### src/hdl/btrf_pkg.sv
// Shared types and constants for the block trace record filter.
// Depends on nothing; every other file in hdl imports it.
package btrf_pkg;

    localparam int unsigned CFG_ADDR_W = 3;
    localparam int unsigned CFG_DATA_W = 64;

    localparam logic [31:0] MAGIC_VALUE   = 32'h6561_7400;
    localparam logic [31:0] MAGIC_MASK    = 32'hFFFF_FF00;
    localparam logic [7:0]  VERSION_VALUE = 8'h07;
    localparam int unsigned ACT_SHIFT     = 16;
    localparam int unsigned ACT_READ_BIT  = ACT_SHIFT + 0;
    localparam int unsigned ACT_WRITE_BIT = ACT_SHIFT + 1;

    localparam int unsigned MODE_CPU_BIT   = 0;
    localparam int unsigned MODE_PID_BIT   = 1;
    localparam int unsigned MODE_DELTA_BIT = 2;

    localparam int unsigned IN_DATA_W  = 288;
    localparam int unsigned OUT_DATA_W = 200;
    localparam int unsigned OUT_USER_W = 3;

    typedef enum logic [CFG_ADDR_W-1:0] {
        REG_SKIP_COUNT   = 3'd0,
        REG_RECORD_LIMIT = 3'd1,
        REG_LBA_LOW      = 3'd2,
        REG_LBA_HIGH     = 3'd3,
        REG_PID_MATCH    = 3'd4,
        REG_CPU_MATCH    = 3'd5,
        REG_FILTER_MODE  = 3'd6
    } reg_index_t;

    typedef enum logic [2:0] {
        ST_KEPT     = 3'd0,
        ST_FILTERED = 3'd1,
        ST_BAD      = 3'd2,
        ST_END      = 3'd3,
        ST_ERROR    = 3'd4
    } status_t;

    typedef struct packed {
        logic [31:0] skip_count;
        logic [31:0] record_limit;
        logic [63:0] lba_low;
        logic [63:0] lba_high;
        logic [31:0] pid_match;
        logic [31:0] cpu_match;
        logic [2:0]  filter_mode;
    } cfg_t;

    typedef struct packed {
        logic [31:0] cpu_number;
        logic [31:0] process_id;
        logic [31:0] action_bits;
        logic [31:0] byte_count;
        logic [63:0] start_sector;
        logic [63:0] timestamp;
        logic [31:0] magic_word;
    } record_t;

    typedef struct packed {
        status_t     status;
        logic        is_write;
        logic [63:0] time_delta;
        logic [63:0] length_or_delta;
        logic [63:0] record_sector;
    } result_t;

endpackage

### src/hdl/block_trace_record_filter_top.sv
// Block trace record filter, top level. Depends on btrf_pkg, btrf_cfg, btrf_eval.
// Requests pass the input register, then the result register; throughput one
// request per cycle unless m_axis_tready stalls the output, set by the single
// decision stage between the two registers. Reset (rst_n, async, active low)
// clears both stages, the stream state and restores register defaults.
module block_trace_record_filter_top (
    input  logic                            clk,
    input  logic                            rst_n,
    // configuration write port
    input  logic                            cfg_we,
    input  logic [btrf_pkg::CFG_ADDR_W-1:0] cfg_addr,
    input  logic [btrf_pkg::CFG_DATA_W-1:0] cfg_wdata,
    // request stream
    input  logic                            s_axis_tvalid,
    output logic                            s_axis_tready,
    // magic_word, timestamp, start_sector, byte_count, action_bits,
    // process_id, cpu_number (lowest bit up)
    input  logic [btrf_pkg::IN_DATA_W-1:0]  s_axis_tdata,
    // result stream
    output logic                            m_axis_tvalid,
    input  logic                            m_axis_tready,
    // record_sector, length_or_delta, time_delta, is_write, zero pad
    output logic [btrf_pkg::OUT_DATA_W-1:0] m_axis_tdata,
    // status
    output logic [btrf_pkg::OUT_USER_W-1:0] m_axis_tuser
);
    import btrf_pkg::*;

    cfg_t    cfg;
    record_t rec_reg;
    logic    in_valid_reg;
    result_t res;
    result_t out_reg;
    logic    out_valid_reg;
    logic    in_take;
    logic    fire;

    // Advance the held request into the result register whenever that
    // register is empty or its content is being taken this cycle.
    assign fire          = in_valid_reg && (!out_valid_reg || m_axis_tready);
    assign s_axis_tready = !in_valid_reg || fire;
    assign in_take       = s_axis_tvalid && s_axis_tready;

    btrf_cfg u_cfg (
        .clk       (clk),
        .rst_n     (rst_n),
        .cfg_we    (cfg_we),
        .cfg_addr  (cfg_addr),
        .cfg_wdata (cfg_wdata),
        .cfg       (cfg)
    );

    btrf_eval u_eval (
        .clk   (clk),
        .rst_n (rst_n),
        .cfg   (cfg),
        .rec   (rec_reg),
        .fire  (fire),
        .res   (res)
    );

    // Input stage: hold one request; payload needs no reset.
    always_ff @(posedge clk or negedge rst_n)
    begin
        if (!rst_n)
        begin
            in_valid_reg <= 1'b0;
        end
        else if (s_axis_tready)
        begin
            in_valid_reg <= s_axis_tvalid;
        end
    end

    always_ff @(posedge clk)
    begin
        if (in_take)
        begin
            rec_reg <= record_t'(s_axis_tdata);
        end
    end

    // Result stage: load on fire, drop the valid once taken.
    always_ff @(posedge clk or negedge rst_n)
    begin
        if (!rst_n)
        begin
            out_valid_reg <= 1'b0;
        end
        else if (fire)
        begin
            out_valid_reg <= 1'b1;
        end
        else if (m_axis_tready)
        begin
            out_valid_reg <= 1'b0;
        end
    end

    always_ff @(posedge clk)
    begin
        if (fire)
        begin
            out_reg <= res;
        end
    end

    assign m_axis_tvalid = out_valid_reg;
    assign m_axis_tdata  = {7'd0, out_reg.is_write, out_reg.time_delta,
                            out_reg.length_or_delta, out_reg.record_sector};
    assign m_axis_tuser  = out_reg.status;

endmodule

### src/hdl/btrf_cfg.sv
// Configuration register file for the block trace record filter.
// Depends on btrf_pkg for the register index codes and the cfg_t struct.
module btrf_cfg (
    input  logic                            clk,
    input  logic                            rst_n,
    input  logic                            cfg_we,
    input  logic [btrf_pkg::CFG_ADDR_W-1:0] cfg_addr,
    input  logic [btrf_pkg::CFG_DATA_W-1:0] cfg_wdata,
    output btrf_pkg::cfg_t                  cfg
);
    import btrf_pkg::*;

    cfg_t cfg_reg;
    cfg_t cfg_next;

    always_comb
    begin
        cfg_next = cfg_reg;
        if (cfg_we)
        begin
            unique case (reg_index_t'(cfg_addr))
                REG_SKIP_COUNT:   cfg_next.skip_count   = cfg_wdata[31:0];
                REG_RECORD_LIMIT: cfg_next.record_limit = cfg_wdata[31:0];
                REG_LBA_LOW:      cfg_next.lba_low      = cfg_wdata;
                REG_LBA_HIGH:     cfg_next.lba_high     = cfg_wdata;
                REG_PID_MATCH:    cfg_next.pid_match    = cfg_wdata[31:0];
                REG_CPU_MATCH:    cfg_next.cpu_match    = cfg_wdata[31:0];
                REG_FILTER_MODE:  cfg_next.filter_mode  = cfg_wdata[2:0];
                default:          cfg_next = cfg_reg;
            endcase
        end
    end

    always_ff @(posedge clk or negedge rst_n)
    begin
        if (!rst_n)
        begin
            cfg_reg.skip_count   <= '0;
            cfg_reg.record_limit <= '1;
            cfg_reg.lba_low      <= '0;
            cfg_reg.lba_high     <= '1;
            cfg_reg.pid_match    <= '0;
            cfg_reg.cpu_match    <= '0;
            cfg_reg.filter_mode  <= '0;
        end
        else
        begin
            cfg_reg <= cfg_next;
        end
    end

    assign cfg = cfg_reg;

endmodule

### src/hdl/btrf_eval.sv
// Per-record decision logic and the running stream state (position,
// sticky flags, last kept sector and time). Depends on btrf_pkg.
module btrf_eval (
    input  logic              clk,
    input  logic              rst_n,
    input  btrf_pkg::cfg_t    cfg,
    input  btrf_pkg::record_t rec,
    input  logic              fire,
    output btrf_pkg::result_t res
);
    import btrf_pkg::*;

    logic [31:0] position_count_reg, position_count_next;
    logic        first_pending_reg, first_pending_next;
    logic [63:0] previous_sector_reg, previous_sector_next;
    logic [63:0] previous_time_reg, previous_time_next;
    logic        error_flag_reg, error_flag_next;
    logic        end_flag_reg, end_flag_next;

    logic        magic_ok;
    logic [31:0] pos_inc;
    logic        rd;
    logic        wr;
    logic        cpu_miss;
    logic        pid_miss;
    logic        window_miss;
    logic        kind_miss;
    logic        use_prev;

    assign magic_ok = ((rec.magic_word & MAGIC_MASK) == MAGIC_VALUE)
                   && (rec.magic_word[7:0] == VERSION_VALUE);
    assign pos_inc  = (position_count_reg == '1) ? position_count_reg
                                                 : position_count_reg + 32'd1;
    assign rd       = rec.action_bits[ACT_READ_BIT];
    assign wr       = rec.action_bits[ACT_WRITE_BIT];
    assign cpu_miss = cfg.filter_mode[MODE_CPU_BIT] && (rec.cpu_number != cfg.cpu_match);
    assign pid_miss = cfg.filter_mode[MODE_PID_BIT] && (rec.process_id != cfg.pid_match);
    assign window_miss = (rec.start_sector < cfg.lba_low) || (rec.start_sector > cfg.lba_high);
    assign kind_miss   = (!wr && !rd) || (rec.byte_count == '0);
    assign use_prev    = !first_pending_reg && (rec.start_sector >= previous_sector_reg);

    always_comb
    begin
        res                  = '0;
        res.status           = ST_FILTERED;
        position_count_next  = position_count_reg;
        first_pending_next   = first_pending_reg;
        previous_sector_next = previous_sector_reg;
        previous_time_next   = previous_time_reg;
        error_flag_next      = error_flag_reg;
        end_flag_next        = end_flag_reg;

        if (error_flag_reg)
        begin
            res.status = ST_ERROR;
        end
        else if (end_flag_reg)
        begin
            res.status = ST_END;
        end
        else if (!magic_ok)
        begin
            res.status      = ST_BAD;
            error_flag_next = 1'b1;
        end
        else
        begin
            position_count_next = pos_inc;
            if (pos_inc < cfg.skip_count)
            begin
                res.status = ST_FILTERED;
            end
            else if (pos_inc > cfg.record_limit)
            begin
                res.status    = ST_END;
                end_flag_next = 1'b1;
            end
            else if (cpu_miss || pid_miss || window_miss || kind_miss)
            begin
                res.status = ST_FILTERED;
            end
            else
            begin
                res.status        = ST_KEPT;
                res.record_sector = rec.start_sector;
                if (cfg.filter_mode[MODE_DELTA_BIT])
                begin
                    res.length_or_delta = use_prev
                        ? rec.start_sector - previous_sector_reg
                        : rec.start_sector - cfg.lba_low;
                end
                else
                begin
                    res.length_or_delta = {32'd0, rec.byte_count};
                end
                res.time_delta = first_pending_reg ? 64'd0
                                                   : rec.timestamp - previous_time_reg;
                // read wins when both direction bits are set
                res.is_write         = !rd;
                first_pending_next   = 1'b0;
                previous_sector_next = rec.start_sector;
                previous_time_next   = rec.timestamp;
            end
        end
    end

    always_ff @(posedge clk or negedge rst_n)
    begin
        if (!rst_n)
        begin
            position_count_reg  <= '0;
            first_pending_reg   <= 1'b1;
            previous_sector_reg <= '0;
            previous_time_reg   <= '0;
            error_flag_reg      <= 1'b0;
            end_flag_reg        <= 1'b0;
        end
        else if (fire)
        begin
            position_count_reg  <= position_count_next;
            first_pending_reg   <= first_pending_next;
            previous_sector_reg <= previous_sector_next;
            previous_time_reg   <= previous_time_next;
            error_flag_reg      <= error_flag_next;
            end_flag_reg        <= end_flag_next;
        end
    end

endmodule
### config.mk
export PLATFORM = sky130hd
export DESIGN_NAME = block_trace_record_filter_top
export DESIGN_NICKNAME = d
export VERILOG_FILES = /design/src/hdl/btrf_pkg.sv /design/src/hdl/block_trace_record_filter_top.sv /design/src/hdl/btrf_cfg.sv /design/src/hdl/btrf_eval.sv
export SDC_FILE = /design/constraint.sdc
export NUM_CORES = 2
export LEC_CHECK = 0
export ABC_CLOCK_PERIOD_IN_PS = 16100
export CORE_UTILIZATION = 40
export CTS_CLUSTER_SIZE = 20
export DETAILED_ROUTE_END_ITERATION = 8
export DONT_BUFFER_PORTS = 1
export SYNTH_ARGS = -nofsm -noshare
export SYNTH_HDL_FRONTEND = slang
export SYNTH_SLANG_ARGS = --single-unit
### constraint.sdc
create_clock -name clk -period 16.1 [get_ports clk]
set_input_delay 0.805 -clock clk [delete_from_list [all_inputs] [get_ports clk]]
set_output_delay 0.805 -clock clk [all_outputs]
set_load 0.03 [all_outputs]
# After elaboration in Yosys (flattened, before gate mapping)
# Index checks and enable logic that the tools add are counted.
# word_totals
word_cells	107
out_inout_bits	205
ff_bits	894
inputBits	360
# op_classes
n_bitwise	7
n_addsub	4
magnitude_cmp	5
n_eq_ne	11
n_reduce_logical	35
n_mux	17
# op_table
op	count
subtractor 64 bit	3
greater-or-equal comparator 64 bit	1
> comparator 64 bit	1
< comparator 64 bit	1
two-way mux 32 bit	2
two-way mux 64 bit	1
!= test 32 bit	2
adder 32 x 1 -> 32 bit, second input constant	1
equality test 32 bit, second input constant	1
> comparator 32 bit	1
zero test 32 bit	1
< comparator 32 bit	1
equality test 24 x 23 -> 1 bit, second input constant	1
AND reduction 2 bit	8
OR reduction 7 bit	2
two-way mux 3 bit	4
two-way mux 1 bit	10
equality test 3 bit, second input constant	3
equality test 8 x 3 -> 1 bit, second input constant	1
logical AND 1 bit	7
logical OR 1 bit	7
inverter 1 bit	7
AND reduction 7 bit	1
equality test 3 x 2 -> 1 bit, second input constant	2
other kinds (6)	10

# Depth between registers and ports, before layout
# depth
word_depth	10
mapped_depth	25
depth_no_buf	23

# Hierarchy
# Synthesis repeated with hierarchy kept, for this count alone.
# unflattened
hier_cells	4359
hier_area_um2	50312.0
# by_module_without_submodules
mod	instances	cells_each	seq_area_each_um2	area_each_um2
btrf_eval	1	3306	4080.2	25491.9
block_trace_record_filter_top	1	500	14584.0	14694.1
btrf_cfg	1	553	6601.3	10126.0

# Worst setup path before layout
# OpenSTA, ideal clock, no wires.
# synth_timing
path_type	input -> register
start	input port m_axis_tready
end	register rec_reg[0] (netlist name), enable pin
setup_time_ps	650
arrival_time_ps	7033
n_path_buf	0
path_stages	2
required_time_ps	15450
setup_slack_ps	8417
cell_sequence	nand3b_1 -> and2_1
# synth_via
elab_chain_cells	4
# synth_lines
item	line_no	rtl
start, declared	block_trace_record_filter_top.sv:21	input logic m_axis_tready,
logical OR 1 bit	block_trace_record_filter_top.sv:40	assign fire = in_valid_reg && (!out_valid_reg || m_axis_tready);
logical AND 1 bit	block_trace_record_filter_top.sv:40	
logical OR 1 bit	block_trace_record_filter_top.sv:41	assign s_axis_tready = !in_valid_reg || fire;
logical AND 1 bit	block_trace_record_filter_top.sv:42	assign in_take = s_axis_tvalid && s_axis_tready;
via in_take	block_trace_record_filter_top.sv:35	logic in_take;
end signal, assigned	block_trace_record_filter_top.sv:79	rec_reg <= record_t'(s_axis_tdata);
end, declared	block_trace_record_filter_top.sv:30	record_t rec_reg;
# The timed path passes the listed nets, and every way through them passes these cells.
# A chain may end at the register's enable or synchronous reset.

# Final worst setup path
# layout_timing
start	register u_eval.position_count_reg[9]
end	register u_eval.previous_sector_reg[56]
# layout_via
elab_chain_cells	5
word_cells_on_any_way	8
cone_classes	add/sub: 1; order compare: 2; eq/ne: 1; mux: 1; bitwise: 2; reduce/logical: 1
# layout_lines
item	line_no	rtl
start, declared	btrf_eval.sv:13	logic [31:0] position_count_reg, position_count_next;
start signal, assigned	btrf_eval.sv:120	position_count_reg <= position_count_next;
adder 32 x 1 -> 32 bit / equality test 32 bit (equally long branches)	btrf_eval.sv:33, btrf_eval.sv:32	
two-way mux 32 bit (*)	btrf_eval.sv:32	assign pos_inc = (position_count_reg == '1) ? position_count_reg
via u_eval.pos_inc[23]	btrf_eval.sv:21	logic [31:0] pos_inc;
< comparator 32 bit / > comparator 32 bit (equally long branches)	btrf_eval.sv:69, btrf_eval.sv:73	
inverter 1 bit (no line)	n/a	
AND reduction 7 bit (no line) (*)	n/a	
end signal, assigned	btrf_eval.sv:122	previous_sector_reg <= previous_sector_next;
end, declared	btrf_eval.sv:15	logic [63:0] previous_sector_reg, previous_sector_next;
# The timed path passes the listed nets; every way through them passes the cells marked *.

==> run_results.csv <==
group,metric,value,unit
sta,slew_headroom,13.9,%
synth,synth_common_cells,"454 x edfxtp_1, 370 x inv_1, 368 x nand2_1",
setup_path,crit_required,16680,ps
synth,synth_top_family_by_area,"compound AO/OA/AOI/OAI gates",
synth,yosysTopAreaCell,"edfxtp_1",
routing,firstDrtPassIters,7,
synth,synth.area.top_cells,"edfxtp_1 28%, dfrtp_1 17%, ha_1 8.3%",
sta,fin_worst_skew,60.6,ps
synth,yosys_register_bits,878,
sta,drv_slew,0,
clocking,postCtsSetupBuffers,0,
routing,via_per_inst,5.49,
setup_path,cp_max_fo,133,
grt,grt_overflow,0,
routing,drc,0,
synth,syn_avg_cell_area,10.8,sq um
floorplanning,fp-row-count,126,
floorplanning,initial_core_util,40.6,%
grt,grt_pass1_vias,32900,
setup_path,r2r_slack,9060,ps
pwr,comb_power_share,19.2,%
layout,fillCellCount,11100,
synth,synth_compound_area_share,13.4,%
hold_path,hold_class,"input port to async pin",
synth,yosys-mux-area-fraction,6.17,%
setup_path,cp-startpoint,"u_eval.position_count_reg[9]",
synth,synth-simple-area-share,11.5,%
pwr,clkPwrFrac,36.7,%
placed_design,dpl.hpwl,105000,um
sta,hold_violations,0,
synth,synth_top_area_share,28.4,%
clocking,cts-buffers-inserted,100,
grt,grt.met2_usage,38.0,%
layout,multi_input_area,21600,sq um
synth,async_reset_ff_share,48.3,%
synth,synth_edf_count,454,
setup_path,worst_r2r_path_depth,19,
sta,setup-tns-final,0,ps
placed_design,place_congestion,0.943,
synth,yosysWarningCount,0,
floorplanning,core,119000,sq um
pwr,p_leak,21.8,nW
routing,ant_nets,0,
routing,wl,141000,um
setup_path,slowest_stage,"nand2_8",
clocking,clk_latency,750,ps
layout,layout-drive-gt1-share,13.4,%
clocking,cts_root_buf,"clkbuf_16",
grt,grt_pass1_wl,209000,um
synth,synth.cell_area,48100,sq um
grt,grt.busiest_layer,"met2",
setup_path,timing.rr.start,"u_eval.position_count_reg[9]",
sta,period_needed,7040,ps
setup_path,slowest_delay,610,ps
layout,fin_nets,5093,
synth,ys_seq_area_share,50.7,%
layout,regArea,24400,sq um
setup_path,crit_family,"simple AND/OR/NAND/NOR gates",
setup_path,path_cells,"and4_1 -> nand2_1 -> nand4b_1 -> and4_1 -> and4_1 -> nand2_1 -> nor3_1 -> nand2_1 -> xnor2_1 -> ha_1 -> nand4_1 -> or2_2 -> or3_1 -> a311oi_1 -> o32a_1 -> nor4b_2 -> o211a_4 -> nand2_8 -> mux2_2",
grt,grt_max_degree,340,
pwr,pwr-share-seq,44.1,%
clocking,cts_buffer_depth,3,
floorplanning,dieWidth,349,um
floorplanning,ioPinCount,565,
sta,fmax,142,MHz
job,maxCapViolations,0,
clocking,path_clk_slew,60,ps
pwr,power.density,120,nW/um^2
sta,rsz0062_at_grt,"no",
routing,wl_per_cell,23.1,um
pwr,power_switching,0.00195,W
grt,grt_usage,23.0,%
status,status,"finished, final reports clean",
synth,synth.most_common_cell,"edfxtp_1",
layout,largest_register_ffs,259,
grt,met3_usage,4.66,%
floorplanning,dieArea,122000,sq um
sta,setup_violations,0,
setup_path,rr_endpoint,"u_eval.previous_sector_reg[56]",
clocking,h-tree-depth,3,
sta,worstMarginPinSlew,1280,ps
layout,syn_to_final_growth,10.4,%
setup_path,worst-path-buf-inv,0,
synth,synth-main-ff-cell,"edfxtp_1",
grt,antenna_found_initial,34,
synth,synth.distinct_cells,95,
synth,syn_inst,4458,
setup_path,startpoint_type,"flop",
clocking,cts_tree,"built",
clocking,cts.sinks,878,
synth,post_synth_fa_ha_maj_area_fraction,8.43,%
grt,grt.met1_usage,29.7,%
synth,synth-xor-area-share,5.21,%
pwr,p_sw_share,30.6,%
setup_path,arrival,7620,ps
setup_path,crit_type,"flop to flop",
sta,period_share,43.7,%
routing,num_vias,33500,
pwr,ir_drop,0.0000908,V
routing,drt_iter0_markers,2762,
setup_path,end_kind,"flop",
placed_design,numPortBuffers,0,
floorplanning,die_h,349,um
pwr,power.internal,0.00443,W
layout,final_core_util,44.8,%
==> worst max-delay path by stage <==
stage                                          end  slack [ps]  depth (start not counted)
floorplan                               rec_reg[0]        8420                          2
global placement      u_eval.previous_time_reg[50]        9090                         19
detailed placement                m_axis_tdata[82]        9050                         19
CTS                               m_axis_tdata[82]        9000                         19
global route        u_eval.previous_sector_reg[56]        8600                         19
finish              u_eval.previous_sector_reg[56]        9060                         19
==> per-stage QoR <==
stage               power [W]  cell area (sq um)  instances  hold slack [ps]  worst slack, ps
detailed placement    0.00404              49500       5903              483             9050
finish                0.00638              53100       6113              151             9060
floorplan             0.00369              48100       4464              454             8420
global route          0.00668              53100       6108             92.5             8600
CTS                   0.00644              53000       6096             73.1             9000
global placement      0.00402              49500       5903              471             9090
==> kinds of logic after synthesis <==
group                    count (synthesis)
flip-flops                             878
AO/OA/AOI/OAI                         1017
adder cells (fa/ha/maj)                322
buffers and inverters                  557
multiplexers                           264
AND/OR/NAND/NOR                       1133
XOR/XNOR                               286
other                                    1
==> power by group through the flow <==
stage               Clock (W)  Sequential, W  Combinational [W]
floorplan                   0        0.00282           0.000874
detailed placement          0        0.00285            0.00118
finish                0.00234        0.00281            0.00122
CTS                   0.00241        0.00281            0.00122
global route          0.00249        0.00283            0.00136
global placement            0        0.00285            0.00117
==> per-layer routing <==
layer	wire length, um	vias to the layer above	part of all wire (%)
met4	4700	12	3.3
met5	80	-	0.057
li1	-	15900	-
met3	8660	244	6.1
met1	60900	16400	43
met2	67000	985	47
==> cell usage in the layout, fill, tap and decap left out, types with 14 or more instances in the layout <==
cell,count
o21a_1,35
o211a_1,20
nor2_1,231
diode_2,14
edfxtp_1,454
clkbuf_1,18
or3_1,16
nand3_1,86
a211oi_1,41
and3_1,17
o21bai_1,31
nor3_1,62
ha_1,319
nor2b_1,26
a31oi_1,38
or2_2,17
a21oi_1,288
a21o_1,124
nor4_1,42
clkbuf_16,102
o211ai_1,41
dfstp_2,97
mux2_2,253
nand2b_1,26
xor2_1,160
nand4_1,91
o21ai_0,280
buf_4,26
clkinv_2,16
xnor2_1,126
and2_1,84
dfrtp_1,326
nand2_1,368
inv_1,369
==> timing repair <==
action / CTS / global route
hold buffers: 3 / 1
gates resized for setup: 0 / 0
hold endpoints to repair: 339 / 41
==> area by class of cell <==
| class | instances | share of cell area, % |
|---|---|---|
| diodes | 14 | 0.0660 |
| inverters | 370 | 2.63 |
| clock buffers | 129 | 5.17 |
| repair buffers | 32 | 0.631 |
| well taps | 1600 | 3.77 |
| clock inverters | 61 | 1.23 |
| flip-flops and latches | 878 | 45.9 |
| multi-input cells | 3029 | 40.6 |
(Power assumes the default switching activity.)
